`config.mk`:
```
export PLATFORM = sky130hd
export DESIGN_NAME = pba_queue
export DESIGN_NICKNAME = d
export VERILOG_FILES = /design/src/hdl/page_bitmap_allocator_macros.svh /design/src/hdl/pba_pkg.sv /design/src/hdl/pba_queue.sv
export SDC_FILE = /design/constraint.sdc
export NUM_CORES = 1
export LEC_CHECK = 0
export BUFFER_PORTS_ARGS = -buffer_cell sky130_fd_sc_hd__buf_2
export CORE_ASPECT_RATIO = 1.25
export CORE_MARGIN = 3
export CORE_UTILIZATION = 25
export DETAILED_ROUTE_END_ITERATION = 6
export SLEW_MARGIN = 20
export SYNTH_ARGS = -nofsm -noshare
export SYNTH_HDL_FRONTEND = slang
export SYNTH_SLANG_ARGS = --single-unit
```
`constraint.sdc`:
```
create_clock -name clk -period 1.98 [get_ports clk]
set_clock_uncertainty 0.15 [all_clocks]
set_input_delay 0.396 -clock clk [delete_from_list [all_inputs] [get_ports clk]]
set_output_delay 0.396 -clock clk [all_outputs]
set_load 0.03 [all_outputs]
```
`src/hdl/page_bitmap_allocator_macros.svh`:
```
// Assertion macros shared by the page bitmap allocator RTL.
`ifndef PAGE_BITMAP_ALLOCATOR_MACROS_SVH
`define PAGE_BITMAP_ALLOCATOR_MACROS_SVH

// Same-cycle implication, checked on the rising edge outside reset.
`define PBA_ASSERT_IMPLIES(label, clk, rst_n, cond, prop) \
	label: assert property (@(posedge clk) disable iff (!rst_n) (cond) |-> (prop)) \
		else $error("page_bitmap_allocator: assertion failed");

// Next-cycle implication, checked on the rising edge outside reset.
`define PBA_ASSERT_NEXT(label, clk, rst_n, cond, prop) \
	label: assert property (@(posedge clk) disable iff (!rst_n) (cond) |=> (prop)) \
		else $error("page_bitmap_allocator: assertion failed");

`endif

```
`src/hdl/pba_pkg.sv`:
```
// Shared types, constants and helpers of the page bitmap allocator.
package pba_pkg;

	localparam int PAGE_COUNT = 131072;
	localparam int PAGE_SHIFT = 13;
	localparam int WORDS      = PAGE_COUNT / 32;
	localparam int WORD_AW    = (WORDS > 1) ? $clog2(WORDS) : 1;
	localparam int PAGE_IW    = WORD_AW + 5;

	localparam int Q_DEPTH = 2;
	localparam int Q_AW    = (Q_DEPTH > 1) ? $clog2(Q_DEPTH) : 1;
	localparam int Q_CW    = $clog2(Q_DEPTH + 1);

	localparam logic [31:0] MEMORY_BASE_RESET = 32'h4000_0000;

	localparam logic [1:0] KIND_ALLOC = 2'd0;
	localparam logic [1:0] KIND_MARK  = 2'd1;
	localparam logic [1:0] KIND_FREE  = 2'd2;

	localparam logic [1:0] ST_OK    = 2'd0;
	localparam logic [1:0] ST_NOMEM = 2'd1;
	localparam logic [1:0] ST_RANGE = 2'd2;

	typedef enum logic [2:0] {
		OP_ALLOC,
		OP_MARK,
		OP_FREE,
		OP_RANGE,
		OP_NOP
	} op_t;

	typedef struct packed {
		op_t                op;
		logic [WORD_AW-1:0] word;
		logic [4:0]         bit_idx;
	} cmd_t;

	typedef struct packed {
		logic clearing;
		logic idle;
	} back_stat_t;

	// Next word index with wrap at the last word.
	function automatic logic [WORD_AW-1:0] next_word(input logic [WORD_AW-1:0] w);
		return (w == WORD_AW'(WORDS - 1)) ? '0 : WORD_AW'(w + 1'b1);
	endfunction

	// Position of the lowest clear bit (isolate it, then encode the one-hot).
	function automatic logic [4:0] lowest_zero(input logic [31:0] w);
		logic [31:0] inv;
		logic [31:0] oh;
		logic [4:0]  idx;
		inv = ~w;
		oh  = inv & (~inv + 32'd1);
		idx = '0;
		for (int i = 0; i < 32; i++) begin
			if (oh[i]) begin
				idx = idx | 5'(i);
			end
		end
		return idx;
	endfunction

endpackage

```
`src/hdl/pba_queue.sv`:
```
// Short command queue between front end and back end.
module pba_queue import pba_pkg::*; (
	input  logic            clk,
	input  logic            arst_n,
	input  logic            push,
	input  cmd_t            push_data,
	input  logic            pop,
	output cmd_t            pop_data,
	output logic            full,
	output logic            empty,
	output logic [Q_CW-1:0] count
);

	cmd_t            mem_q [Q_DEPTH];
	logic [Q_AW-1:0] wr_ptr_q;
	logic [Q_AW-1:0] rd_ptr_q;
	logic [Q_CW-1:0] count_q;
	logic            do_push;
	logic            do_pop;

	assign full     = count_q == Q_CW'(Q_DEPTH);
	assign empty    = count_q == '0;
	assign count    = count_q;
	assign pop_data = mem_q[rd_ptr_q];
	assign do_push  = push && !full;
	assign do_pop   = pop && !empty;

	function automatic logic [Q_AW-1:0] q_next(input logic [Q_AW-1:0] p);
		return (p == Q_AW'(Q_DEPTH - 1)) ? '0 : Q_AW'(p + 1'b1);
	endfunction

	always_ff @(posedge clk or negedge arst_n) begin
		if (!arst_n) begin
			wr_ptr_q <= '0;
			rd_ptr_q <= '0;
			count_q  <= '0;
		end else begin
			if (do_push) begin
				wr_ptr_q <= q_next(wr_ptr_q);
			end
			if (do_pop) begin
				rd_ptr_q <= q_next(rd_ptr_q);
			end
			if (do_push && !do_pop) begin
				count_q <= Q_CW'(count_q + 1'b1);
			end else if (do_pop && !do_push) begin
				count_q <= Q_CW'(count_q - 1'b1);
			end
		end
	end

	always_ff @(posedge clk) begin
		if (do_push) begin
			mem_q[wr_ptr_q] <= push_data;
		end
	end

endmodule

```
==> results_dict.tcl <==
set metrics [dict create \
    grt_pass1_vias 948 \
    port_buffers 47 \
    synth_area_sq_mm 0.001638 \
    postPlaceCellArea_sq_mm 0.002027 \
    p_total_mw 3.385 \
    ys.flop_type "edfxtp_1" \
    fmax_mhz 516.8 \
    critPathMaxFanout 20 \
    hold_viol_final 0 \
    clock_latency_ns 0.29 \
    drtIter0Drc 22 \
    pin_count 48 \
    synth_edf_count 40 \
    yosys.area.top_type "edfxtp_1" \
    dr_total_vias 874 \
    cpLargestDelayFamily "flip-flops" \
    cp_slowest_cell "dfrtp_1" \
    die_h_microns 96.50 \
    synth_cell_types 14 \
    synth_top_area_frac 0.7334 \
    cts_buffer_depth 2 \
    leakage_nw 0.8363 \
    diodes 0 \
    utilization 0.3464 \
    power_density_mw_per_mm2 1565 \
    htreeDepth 2 \
    cts.clk_slew.worst_paths_ns 0.08 \
    firstDrtPassIters 3 \
    numCtsBuffers 5 \
    yosys-top-cells-area "edfxtp_1 73%, mux2_1 13%, dfrtp_1 6.1%" \
    post_drt_wl_per_cell_microns 13.10 \
    multi_input_area_sq_um 316.6 \
    drc 0 \
    area_growth_syn_to_layout_pct 32.09 \
    grt_max_degree 21 \
    regArea_sq_mm 0.001301 \
    irDropWorstVdd_mv 0.6111 \
    core-area_sq_mm 0.006246 \
    cp.required_ns 1.43 \
    crit_buf_inv 2 \
    slew_viol_final 0 \
    worst_slew_margin_rel 0.8633 \
    critical_path.startpoint_type "flip-flop" \
    cts_resized 0 \
    yosys_warnings 0 \
    yosysSeqAreaShare 0.7945 \
    start_util 0.2622 \
    num_rows 32 \
    period_share 0.9772 \
    setup_violations 0 \
    dp.cells 214 \
    grt_pass1_wl_mm 4.381 \
    ys_ff_latch 44 \
    end_kind "output port" \
    yosysMostFrequentCell "edfxtp_1" \
    antenna_found_initial 0 \
    synth_cells 81 \
    grtUsageTotal 0.07871 \
    place_congestion 0.5811 \
    cp.arrival_ns 1.39 \
    fillers 640 \
    rsz0062_at_grt "true" \
    cap_violations 0 \
    post-dp-hpwl_mm 2.089 \
    nNetsFinal 164 \
    clock_sinks 44 \
    cp_slowest_stage_delay_ns 0.40 \
    fin_crit_ns 1.935 \
    pre_cts_ws_ns 0.3064 \
    drive_above_1_share 0.4429 \
    holdWs_ns 0.1446 \
    setup_tns_ns 0 \
    syn_avg_cell_area_sq_um 20.22 \
    vias_per_cell 3.884 \
    yosys-top-cells-count "40 x edfxtp_1, 19 x mux2_1, 4 x dfrtp_1" \
    syn-num-nets 106 \
    worst_pin_slew_ns 0.2037 \
    status "finished, final reports clean" \
    crit_type "flip-flop to output port" \
    dieArea_sq_mm 0.007565 \
    cts_root_buffer "clkbuf_8" \
    dieWidth_microns 78.40 \
    async_flop_share 0.09091 \
    layout_setup_ws_ns 0.04512 \
    routed_wirelength_mm 2.947 \
    gr-total-overflow 0 \
    cts_tree "built" \
    ant_nets 0 \
    final_cell_area_sq_mm 0.002163 \
    hp-class "input pin to flip-flop" \
    crit_path_cell_trace "buf_12 -> mux2_1 -> buf_2" \
    final_cells 225 \
]
## worst paths after layout
kind	from	end	slack, ns	depth (start not counted)
setup reg to reg	count[0]	count[1]	0.31	7
max in group asynchronous	arst_n	rd_ptr_q	1.27	2
hold reg to reg	wr_ptr_q	wr_ptr_q	0.37	1
min in group asynchronous	arst_n	wr_ptr_q	0.29	2
setup / recovery	rd_ptr_q	pop_data[12]	0.05	3
hold / removal	push_data[3]	mem_q[0][3]	0.14	1
## registers in the layout, indices dropped and copies added (netlist names)
name / count
rd_ptr_q: 1
wr_ptr_q: 1
mem_q: 40
count: 2
## power breakdown
part,leakage [nW],internal (mW),switching (mW),total [mW]
combinational,0.364,0.499,0.863,1.36
clock,0.0541,0.373,0.282,0.655
sequential,0.418,1.28,0.0902,1.37
## worst register-to-register path, delay by kind of cell (launching register included)
| kind | cells | cell delay [ns] |
|---|---|---|
| xor gates and xnor gates | 2 | 0.29 |
| DFF | 1 | 0.44 |
| and+or+nand+nor | 3 | 0.44 |
| buffers and inverters | 1 | 0.06 |
| adders and majority gates | 1 | 0.20 |
## cell usage in the layout (no fill, tap or decap), drive strengths merged
cell type / synthesis / layout
nand2: 1 / 1
clkinvlp: 0 / 1
inv: 2 / 2
bufinv: 0 / 1
clkinv: 0 / 1
xnor2: 3 / 3
dlygate4sd3: 0 / 1
edfxtp: 40 / 40
dfrtp: 4 / 4
and3: 1 / 1
o21ai: 1 / 1
ha: 1 / 1
nand2b: 1 / 1
buf: 2 / 52
mux2: 20 / 20
nor2: 3 / 3
clkbuf: 0 / 5
xor2: 2 / 2
## timing repair
action / in CTS / in global routing
hold buffers: 1 / 0
hold endpoints to repair: 4 / 0
gates cloned: 0 / 0
endpoints found under the setup margin: 7 / 20
setup buffers: 1 / 1
## logic make-up (layout without fill, tap and decap cells)
group,after synthesis,after routing,share of synthesized area
flip-flops,44,44,0.7945
XOR/XNOR,5,5,0.02674
adder cells (fa/ha/maj),1,1,0.007638
buffers and inverters,4,63,0.01375
AND/OR/NAND/NOR,6,6,0.01681
multiplexers,20,20,0.1375
AO/OA/AOI/OAI,1,1,0.003053
## area by class of cell
cell class,instances,area share
clock buffers,5,0.03181
well taps,85,0.04916
inverters,2,0.003470
flip-flops and latches,44,0.6015
repair buffers,53,0.1481
clock inverters,3,0.01966
multi-input cells,33,0.1463
## metal layers
layer,up-vias,GRT usage,part of all wire
met3,2,0.03803,0.071
met1,418,0.07282,0.35
met2,32,0.1507,0.58
met5,-,0,0
met4,0,0.02624,0.0041
li1,422,-,-
No activity file was read; power rests on OpenSTA's default activity.
