--- src/hdl/page_bitmap_allocator_macros.svh ---
// Assertion macros shared by the page bitmap allocator RTL.
`ifndef PAGE_BITMAP_ALLOCATOR_MACROS_SVH
`define PAGE_BITMAP_ALLOCATOR_MACROS_SVH

// Same-cycle implication, checked on the rising edge outside reset.
`define PBA_ASSERT_IMPLIES(label, clk, rst_n, cond, prop) \
	label: assert property (@(posedge clk) disable iff (!rst_n) (cond) |-> (prop)) \
		else $error("page_bitmap_allocator: assertion failed");

// Next-cycle implication, checked on the rising edge outside reset.
`define PBA_ASSERT_NEXT(label, clk, rst_n, cond, prop) \
	label: assert property (@(posedge clk) disable iff (!rst_n) (cond) |=> (prop)) \
		else $error("page_bitmap_allocator: assertion failed");

`endif

--- src/hdl/pba_pkg.sv ---
// Shared types, constants and helpers of the page bitmap allocator.
package pba_pkg;

	localparam int PAGE_COUNT = 131072;
	localparam int PAGE_SHIFT = 13;
	localparam int WORDS      = PAGE_COUNT / 32;
	localparam int WORD_AW    = (WORDS > 1) ? $clog2(WORDS) : 1;
	localparam int PAGE_IW    = WORD_AW + 5;

	localparam int Q_DEPTH = 2;
	localparam int Q_AW    = (Q_DEPTH > 1) ? $clog2(Q_DEPTH) : 1;
	localparam int Q_CW    = $clog2(Q_DEPTH + 1);

	localparam logic [31:0] MEMORY_BASE_RESET = 32'h4000_0000;

	localparam logic [1:0] KIND_ALLOC = 2'd0;
	localparam logic [1:0] KIND_MARK  = 2'd1;
	localparam logic [1:0] KIND_FREE  = 2'd2;

	localparam logic [1:0] ST_OK    = 2'd0;
	localparam logic [1:0] ST_NOMEM = 2'd1;
	localparam logic [1:0] ST_RANGE = 2'd2;

	typedef enum logic [2:0] {
		OP_ALLOC,
		OP_MARK,
		OP_FREE,
		OP_RANGE,
		OP_NOP
	} op_t;

	typedef struct packed {
		op_t                op;
		logic [WORD_AW-1:0] word;
		logic [4:0]         bit_idx;
	} cmd_t;

	typedef struct packed {
		logic clearing;
		logic idle;
	} back_stat_t;

	// Next word index with wrap at the last word.
	function automatic logic [WORD_AW-1:0] next_word(input logic [WORD_AW-1:0] w);
		return (w == WORD_AW'(WORDS - 1)) ? '0 : WORD_AW'(w + 1'b1);
	endfunction

	// Position of the lowest clear bit (isolate it, then encode the one-hot).
	function automatic logic [4:0] lowest_zero(input logic [31:0] w);
		logic [31:0] inv;
		logic [31:0] oh;
		logic [4:0]  idx;
		inv = ~w;
		oh  = inv & (~inv + 32'd1);
		idx = '0;
		for (int i = 0; i < 32; i++) begin
			if (oh[i]) begin
				idx = idx | 5'(i);
			end
		end
		return idx;
	endfunction

endpackage

--- src/hdl/pba_front.sv ---
// Front end: accepts requests, works out the page index and classifies them.
module pba_front import pba_pkg::*; (
	input  logic        clk,
	input  logic        arst_n,
	input  logic        start,
	input  logic [1:0]  kind,
	input  logic [31:0] page_address,
	input  logic [31:0] memory_base,
	input  logic        clearing,
	input  logic        q_full,
	output logic        busy,
	output logic        q_push,
	output cmd_t        q_data
);

	logic        vld_s1;
	cmd_t        cmd_s1;
	logic        accept;
	logic [31:0] offset;
	logic [31:0] page_full;
	logic        in_range;
	cmd_t        cmd_d;

	assign busy   = clearing || (vld_s1 && q_full);
	assign accept = start && !busy;
	assign q_push = vld_s1 && !q_full;
	assign q_data = cmd_s1;

	// offset wraps modulo 2^32
	assign offset    = page_address - memory_base;
	assign page_full = offset >> PAGE_SHIFT;
	assign in_range  = page_full < 32'(PAGE_COUNT);

	always_comb begin
		cmd_d.word    = page_full[PAGE_IW-1:5];
		cmd_d.bit_idx = page_full[4:0];
		unique case (kind)
			KIND_ALLOC: cmd_d.op = OP_ALLOC;
			KIND_MARK:  cmd_d.op = in_range ? OP_MARK : OP_RANGE;
			KIND_FREE:  cmd_d.op = in_range ? OP_FREE : OP_RANGE;
			default:    cmd_d.op = OP_NOP;
		endcase
	end

	always_ff @(posedge clk or negedge arst_n) begin
		if (!arst_n) begin
			vld_s1 <= 1'b0;
		end else if (accept) begin
			vld_s1 <= 1'b1;
		end else if (q_push) begin
			vld_s1 <= 1'b0;
		end
	end

	always_ff @(posedge clk) begin
		if (accept) begin
			cmd_s1 <= cmd_d;
		end
	end

endmodule

--- config.mk ---
export PLATFORM = sky130hd
export DESIGN_NAME = pba_front
export DESIGN_NICKNAME = d
export VERILOG_FILES = /design/src/hdl/page_bitmap_allocator_macros.svh /design/src/hdl/pba_pkg.sv /design/src/hdl/pba_front.sv
export SDC_FILE = /design/constraint.sdc
export NUM_CORES = 1
export LEC_CHECK = 0
export ABC_AREA = 1
export BUFFER_PORTS_ARGS = -buffer_cell sky130_fd_sc_hd__buf_4
export CORE_MARGIN = 4
export CORE_UTILIZATION = 40
export DETAILED_ROUTE_END_ITERATION = 6
export PLACE_DENSITY_LB_ADDON = 0.3
export REMOVE_ABC_BUFFERS = 1
export SETUP_SLACK_MARGIN = 0.4
export SYNTH_ARGS = -nofsm -noshare
export SYNTH_HDL_FRONTEND = slang
export SYNTH_SLANG_ARGS = --single-unit
--- constraint.sdc ---
create_clock -name clk -period 2.8 [get_ports clk]
set_input_delay 0.14 -clock clk [delete_from_list [all_inputs] [get_ports clk]]
set_output_delay 0.14 -clock clk [all_outputs]
set_load 0.02 [all_outputs]
==> metrics, run 1 <==
status=finished clean; H-tree levels=1; RSZ-0062 raised after global routing=no; Tightest Pin Transition=0.409 ns; 1st-iter DRT viols=129; final setup fails=0; CTS buffer count=3; ANT cells=0; worst-skew pair later-pin latency=0.25 ns; startpoint types=input pin; fin. max-slew vios=0; Clock Skew=0.00285 ns; Final Hold Fails=0; CP Capture Type=register; Final #Nets=643; max cap viols=0; Min Clock Period, post-route=1.70 ns; Worst Hold Class=in2reg; vias in the first global route=2888; core area=6420 um2; # port buffers=92; top post-synthesis cells by area=nand2_1, edfxtp_1, ha_1; clock sink count=21; Seq. cell area=626 um2; top cell type's share of synthesized area=0.228; Fmax=587 MHz; DR vias/cell=4.91; initial antenna violation count=0; synthesized flop and latch total=21; setup ws final=1.10 ns; area grow syn2layout=31.7%; post-synth cell types=23; Mapped Cells=443; largest net degree at the start of global routing=21; Syn Area/Cell=6.07 um2; Post-synth ARST share=0.0476; ys flop type=edfxtp_1; VDD IR max=0.156 mV; sequential share of the synthesized area=0.233; postcts setup bufs=0; number of synthesized flops with an enable pin=20; Worst slew margin=0.724; pwr/cell area=325 nW/um2; routed via count=3034; Worst EP arrival=1.72 ns; Layout Utilization=0.551; yosys warns=0; most frequent cell after synthesis=nand2_1; Total GRT Usage=0.180; Die W=90.0 um; post-placement setup slack=0.839 ns; worst hold slack=0.0932 ns; Clk pin slew, worst setup/hold paths=0.07 ns; Pleak=2.04 nW; hpwl dp=6440 um; area of the multi-input gates=1700 um2; first-pass GRT wire length=12500 um; Total Routed Length=7300 um; top cell type by total area after synthesis=nand2_1; Rows=29; Worst EP required=2.82 ns; crit-path max FO=5; Final ANT Viol Nets=0; root buffer cell=clkbuf_8; Clock Path Buffers=2; layout cell share with drive strength beyond 1=0.192; routed length per instance=11.8 um; final period utilization=0.608; gr ovfl total=0; Die H=90.0 um; DRC violations left=0; Setup TNS=0 ns; CTS tree=done; Initial Util=0.418; fillcell total=658; 1st-pass router iterations=4; synth cell count leaders=nand2_1, inv_1, nor2_1; Die ar.=8090 um2; Ports=93; CP Class=in2reg; Post-Syn Area=2690 um2; GPL Wtd Cong=0.944
## repair_timing
action | CTS | global route
hold endpoints to repair | 1 | 0
hold buffers | 1 | 0
gates resized for setup | 0 | 0
## area by class of cell
class,instances,share of cell area
Clock buffer,3,0.0117
Clock inverter,1,0.00141
Sequential cell,21,0.177
Timing Repair Buffer,94,0.200
Tap cell,77,0.0272
Multi-Input combinational cell,326,0.481
Inverter,96,0.102
## final timing paths
| kind | slack, ns | start | to | cells past startpoint |
|---|---|---|---|---|
| max | 1.10 | page_address[21] | q_data[18] | 12 |
| min | 0.09 | clearing | vld_s1 | 2 |
| max reg2reg | 1.61 | vld_s1 | q_data[7] | 4 |
| min reg2reg | 0.53 | vld_s1 | vld_s1 | 2 |
| max in group asynchronous | 2.53 | arst_n | vld_s1 | 2 |
| min in group asynchronous | 0.19 | arst_n | vld_s1 | 2 |
## power by group
group          switching (mW)  leakage, nW  total [mW]  internal [mW]
clock                  0.0891       0.0255       0.188         0.0988
sequential            0.00606        0.199       0.388          0.382
combinational           0.338         1.82       0.575          0.238
total                   0.433         2.04        1.15          0.719
## critical path, cell delays in order
cell	delay, ns
buf_4	0.11
ha_1	0.37
nand2_1	0.15
inv_1	0.06
a21oi_1	0.21
nand2_1	0.11
a21oi_1	0.20
nand3_1	0.10
nand2_1	0.08
nand2_1	0.08
nand2_1	0.06
nand2_1	0.04
## layer usage
layer  track usage  up-vias  share of wire  routed length, um
li1              -     1576              -                  -
met5             0        -              0                  0
met3        0.0284       11          0.079                579
met2         0.314      107           0.47               3450
met4        0.0370        0          0.011                 77
met1         0.235     1340           0.44               3190
## cell usage in the layout, fill, tap and decap left out
| cell type | Yosys | final |
|---|---|---|
| nand2_1 | 163 | 163 |
| inv_1 | 96 | 96 |
| buf_4 | 0 | 93 |
| nor2_1 | 41 | 41 |
| a21oi_1 | 30 | 30 |
| ha_1 | 30 | 30 |
| edfxtp_1 | 20 | 20 |
| nand3_1 | 14 | 14 |
| xor2_1 | 9 | 9 |
| o21bai_1 | 8 | 8 |
| o21ai_0 | 5 | 5 |
| nand2_2 | 4 | 4 |
| nor3_1 | 4 | 4 |
| a31oi_1 | 4 | 4 |
| nor4_1 | 3 | 3 |
| xnor2_1 | 3 | 3 |
| clkbuf_8 | 0 | 3 |
| nand4_1 | 2 | 2 |
| nor3_2 | 1 | 1 |
| nand3b_1 | 1 | 1 |
| o221ai_1 | 1 | 1 |
| a211oi_1 | 1 | 1 |
| a31o_2 | 1 | 1 |
| or2_2 | 1 | 1 |
| clkinv_2 | 0 | 1 |
| dlygate4sd3_1 | 0 | 1 |
| dfrtp_1 | 1 | 1 |
## registers in the layout (all words and copies together) (netlist names)
name    cells
q_data     20
vld_s1      1
## through the flow
stage,area [um2],instances,total power [mW]
after floorplan,2690,443,0.756
after global placement,3480,613,0.955
after detailed placement,3480,613,0.965
after CTS,3540,618,1.16
after global routing,3540,618,1.25
final,3540,618,1.15
## cells by family (layout without fill, tap and decap cells)
logic type / Yosys count / count (layout) / share of synthesized area
buffers and inverters: 96 / 194 / 0.134
AOI/OAI and AO/OA: 50 / 50 / 0.106
adders and majority gates: 30 / 30 / 0.140
xor gates and xnor gates: 12 / 12 / 0.0391
DFF: 21 / 21 / 0.233
and+or+nand+nor: 234 / 234 / 0.348
No activity file was read; power rests on OpenSTA's default activity.
==> run 2, diff against run 1 <==
==> constraint.sdc (replaced) <==
create_clock -name clk -period 1.6 [get_ports clk]
set_input_delay 0.08 -clock clk [delete_from_list [all_inputs] [get_ports clk]]
set_output_delay 0.08 -clock clk [all_outputs]
set_load 0.02 [all_outputs]
==> metrics, run 2 (synthesis gave the netlist of run 1 again) <==
Critical Path Max Stage Delay=0.27 ns (was 0.37 ns); max cap viols=0 (unchanged); Total Routed Length=10800 um (was 7300 um); Fmax=668 MHz; CP max-delay cell=ha_4 (was ha_1); Worst slew margin=0.792 (was 0.724); crit-path max FO=4 (was 5); root buffer cell=clkbuf_8 (unchanged); Rows=29 (unchanged); routed via count=3511 (was 3034); clock sink count=21 (unchanged); Layout Utilization=0.812 (was 0.551); CP Class=in2reg (unchanged); hpwl dp=7000 um (was 6440 um); VDD IR max=0.288 mV (was 0.156 mV); commonest non-fill, non-tap cell in the layout=buf_4 (was nand2_1); fillcell total=408 (was 658); 1st-pass router iterations=4 (unchanged); vias in the first global route=3655 (was 2888); fin. max-slew vios=0 (unchanged); Die ar.=8090 um2 (unchanged); Min Clock Period, post-route=1.50 ns; largest net degree at the start of global routing=21 (unchanged); pwr/cell area=550 nW/um2 (was 325 nW/um2); CP Buf/Inv Count=3 (was 2); Clock Path Buffers=2 (unchanged); Worst EP required=1.61 ns (was 2.82 ns); ANT cells=0 (unchanged); layout cell share with drive strength beyond 1=0.575 (was 0.192); Total GRT Usage=0.242 (was 0.180); status=finished clean (unchanged); Final Hold Fails=0 (unchanged); initial antenna violation count=0 (unchanged); gr ovfl total=0 (unchanged); Final ANT Viol Nets=0 (unchanged); Worst EP arrival=1.50 ns (was 1.72 ns); Initial Util=0.418 (unchanged); Final #Nets=721 (was 643); CTS buffer count=3 (unchanged); # port buffers=92 (unchanged); crit-path cells=buf_6 -> ha_4 -> a21oi_4 -> nand2_2 -> a21oi_2 -> nand2_2 -> buf_4 -> buf_4 -> xor2_1 (was buf_4 -> ha_1 -> nand2_1 -> inv_1 -> a21oi_1 -> nand2_1 -> a21oi_1 -> nand3_1 -> nand2_1 -> nand2_1 -> nand2_1 -> nand2_1); max reg flops=20 (unchanged); DR vias/cell=5.04 (was 4.91); most frequent cells in the layout=buf_4, nand2_1, inv_1 (was nand2_1, inv_1, buf_4); DRC violations left=0 (unchanged); worst hold slack=0.0411 ns (was 0.0932 ns); startpoint types=input pin (unchanged); total power=2.87 mW (was 1.15 mW); Clk pin slew, worst setup/hold paths=0.08 ns (was 0.07 ns); final setup fails=0 (unchanged); first-pass GRT wire length=16500 um (was 12500 um); Ports=93 (unchanged); CP Capture Type=register (unchanged); GPL Wtd Cong=0.892 (was 0.944); routed length per instance=15.5 um (was 11.8 um); H-tree levels=1 (unchanged); Die H=90.0 um (unchanged); final period utilization=0.936; Die W=90.0 um (unchanged); worst-skew pair later-pin latency=0.26 ns (was 0.25 ns); core area=6420 um2 (unchanged); Clock Skew=0.00516 ns (was 0.00285 ns); Tightest Pin Transition=0.310 ns (was 0.409 ns); Pleak=2.58 nW (was 2.04 nW); CTS tree=done (unchanged); Top delay family on crit path=compound AO/OA/AOI/OAI gates (was simple AND/OR/NAND/NOR gates); RSZ-0062 raised after global routing=yes (was no); area grow syn2layout=94.1% (was 31.7%); Worst Hold Class=in2reg (unchanged); 1st-iter DRT viols=187 (was 129)
==> run 2: cell count changes in the layout (fill, tap and decap cells not counted), sizes merged <==
cell / delta
buf: +78
clkbuf: +1
clkinv: -1
==> run 2: metrics by stage <==
step                      cells  instance area, um2  TNS (ns)  setup WS [ns]
after CTS                   689                4970         0          0.208
after global placement      670                3910     -2.51         -0.220
after floorplan             443                2690     -5.49         -0.274
final                       696                5220         0          0.102
after global routing        696                5220         0         0.0163
after detailed placement    670                3910     -2.98         -0.279
==> run 2: final cells by class <==
| class | count | area, um2 | share of cell area |
|---|---|---|---|
| clock buffer | 4 | 45.0 | 0.00864 |
| inverter | 96 | 378 | 0.0724 |
| multi-input combinational | 326 | 2660 | 0.509 |
| sequential | 21 | 626 | 0.120 |
| tap | 77 | 96.3 | 0.0185 |
| timing repair buffer | 172 | 1410 | 0.271 |
==> run 2: per-layer routing <==
layer | vias to the layer above | routed length [um] | track usage
met5 | - | 0 | 0
li1 | 1731 | - | -
met3 | 37 | 639 | 0.0284
met1 | 1613 | 4140 | 0.293
met2 | 130 | 5640 | 0.443
met4 | 0 | 362 | 0.0829
==> run 2: where the power goes <==
part           total (mW)  internal, mW  switching (mW)
Sequential          0.681         0.669          0.0119
Combinational        1.85         0.898           0.950
Clock               0.342         0.177           0.165
Total                2.87          1.74            1.13
==> run 2: worst paths after layout <==
kind / startpoint / endpoint / slack [ns] / cells after the start
min in group asynchronous: arst_n / vld_s1 / 0.15 / 2
min reg2reg: vld_s1 / vld_s1 / 0.53 / 2
max in group asynchronous: arst_n / vld_s1 / 1.37 / 2
min: clearing / vld_s1 / 0.04 / 2
max: page_address[13] / q_data[1] / 0.10 / 9
max reg2reg: vld_s1 / q_data[15] / 0.45 / 4
==> run 2: timing repair <==
action	CTS	global route
gates resized for setup	205	53
hold buffers	1	0
pin swaps	84	27
setup endpoints to repair	39	39
endpoints found under the hold margin	1	0
setup buffers	14	6
gates cloned	0	1
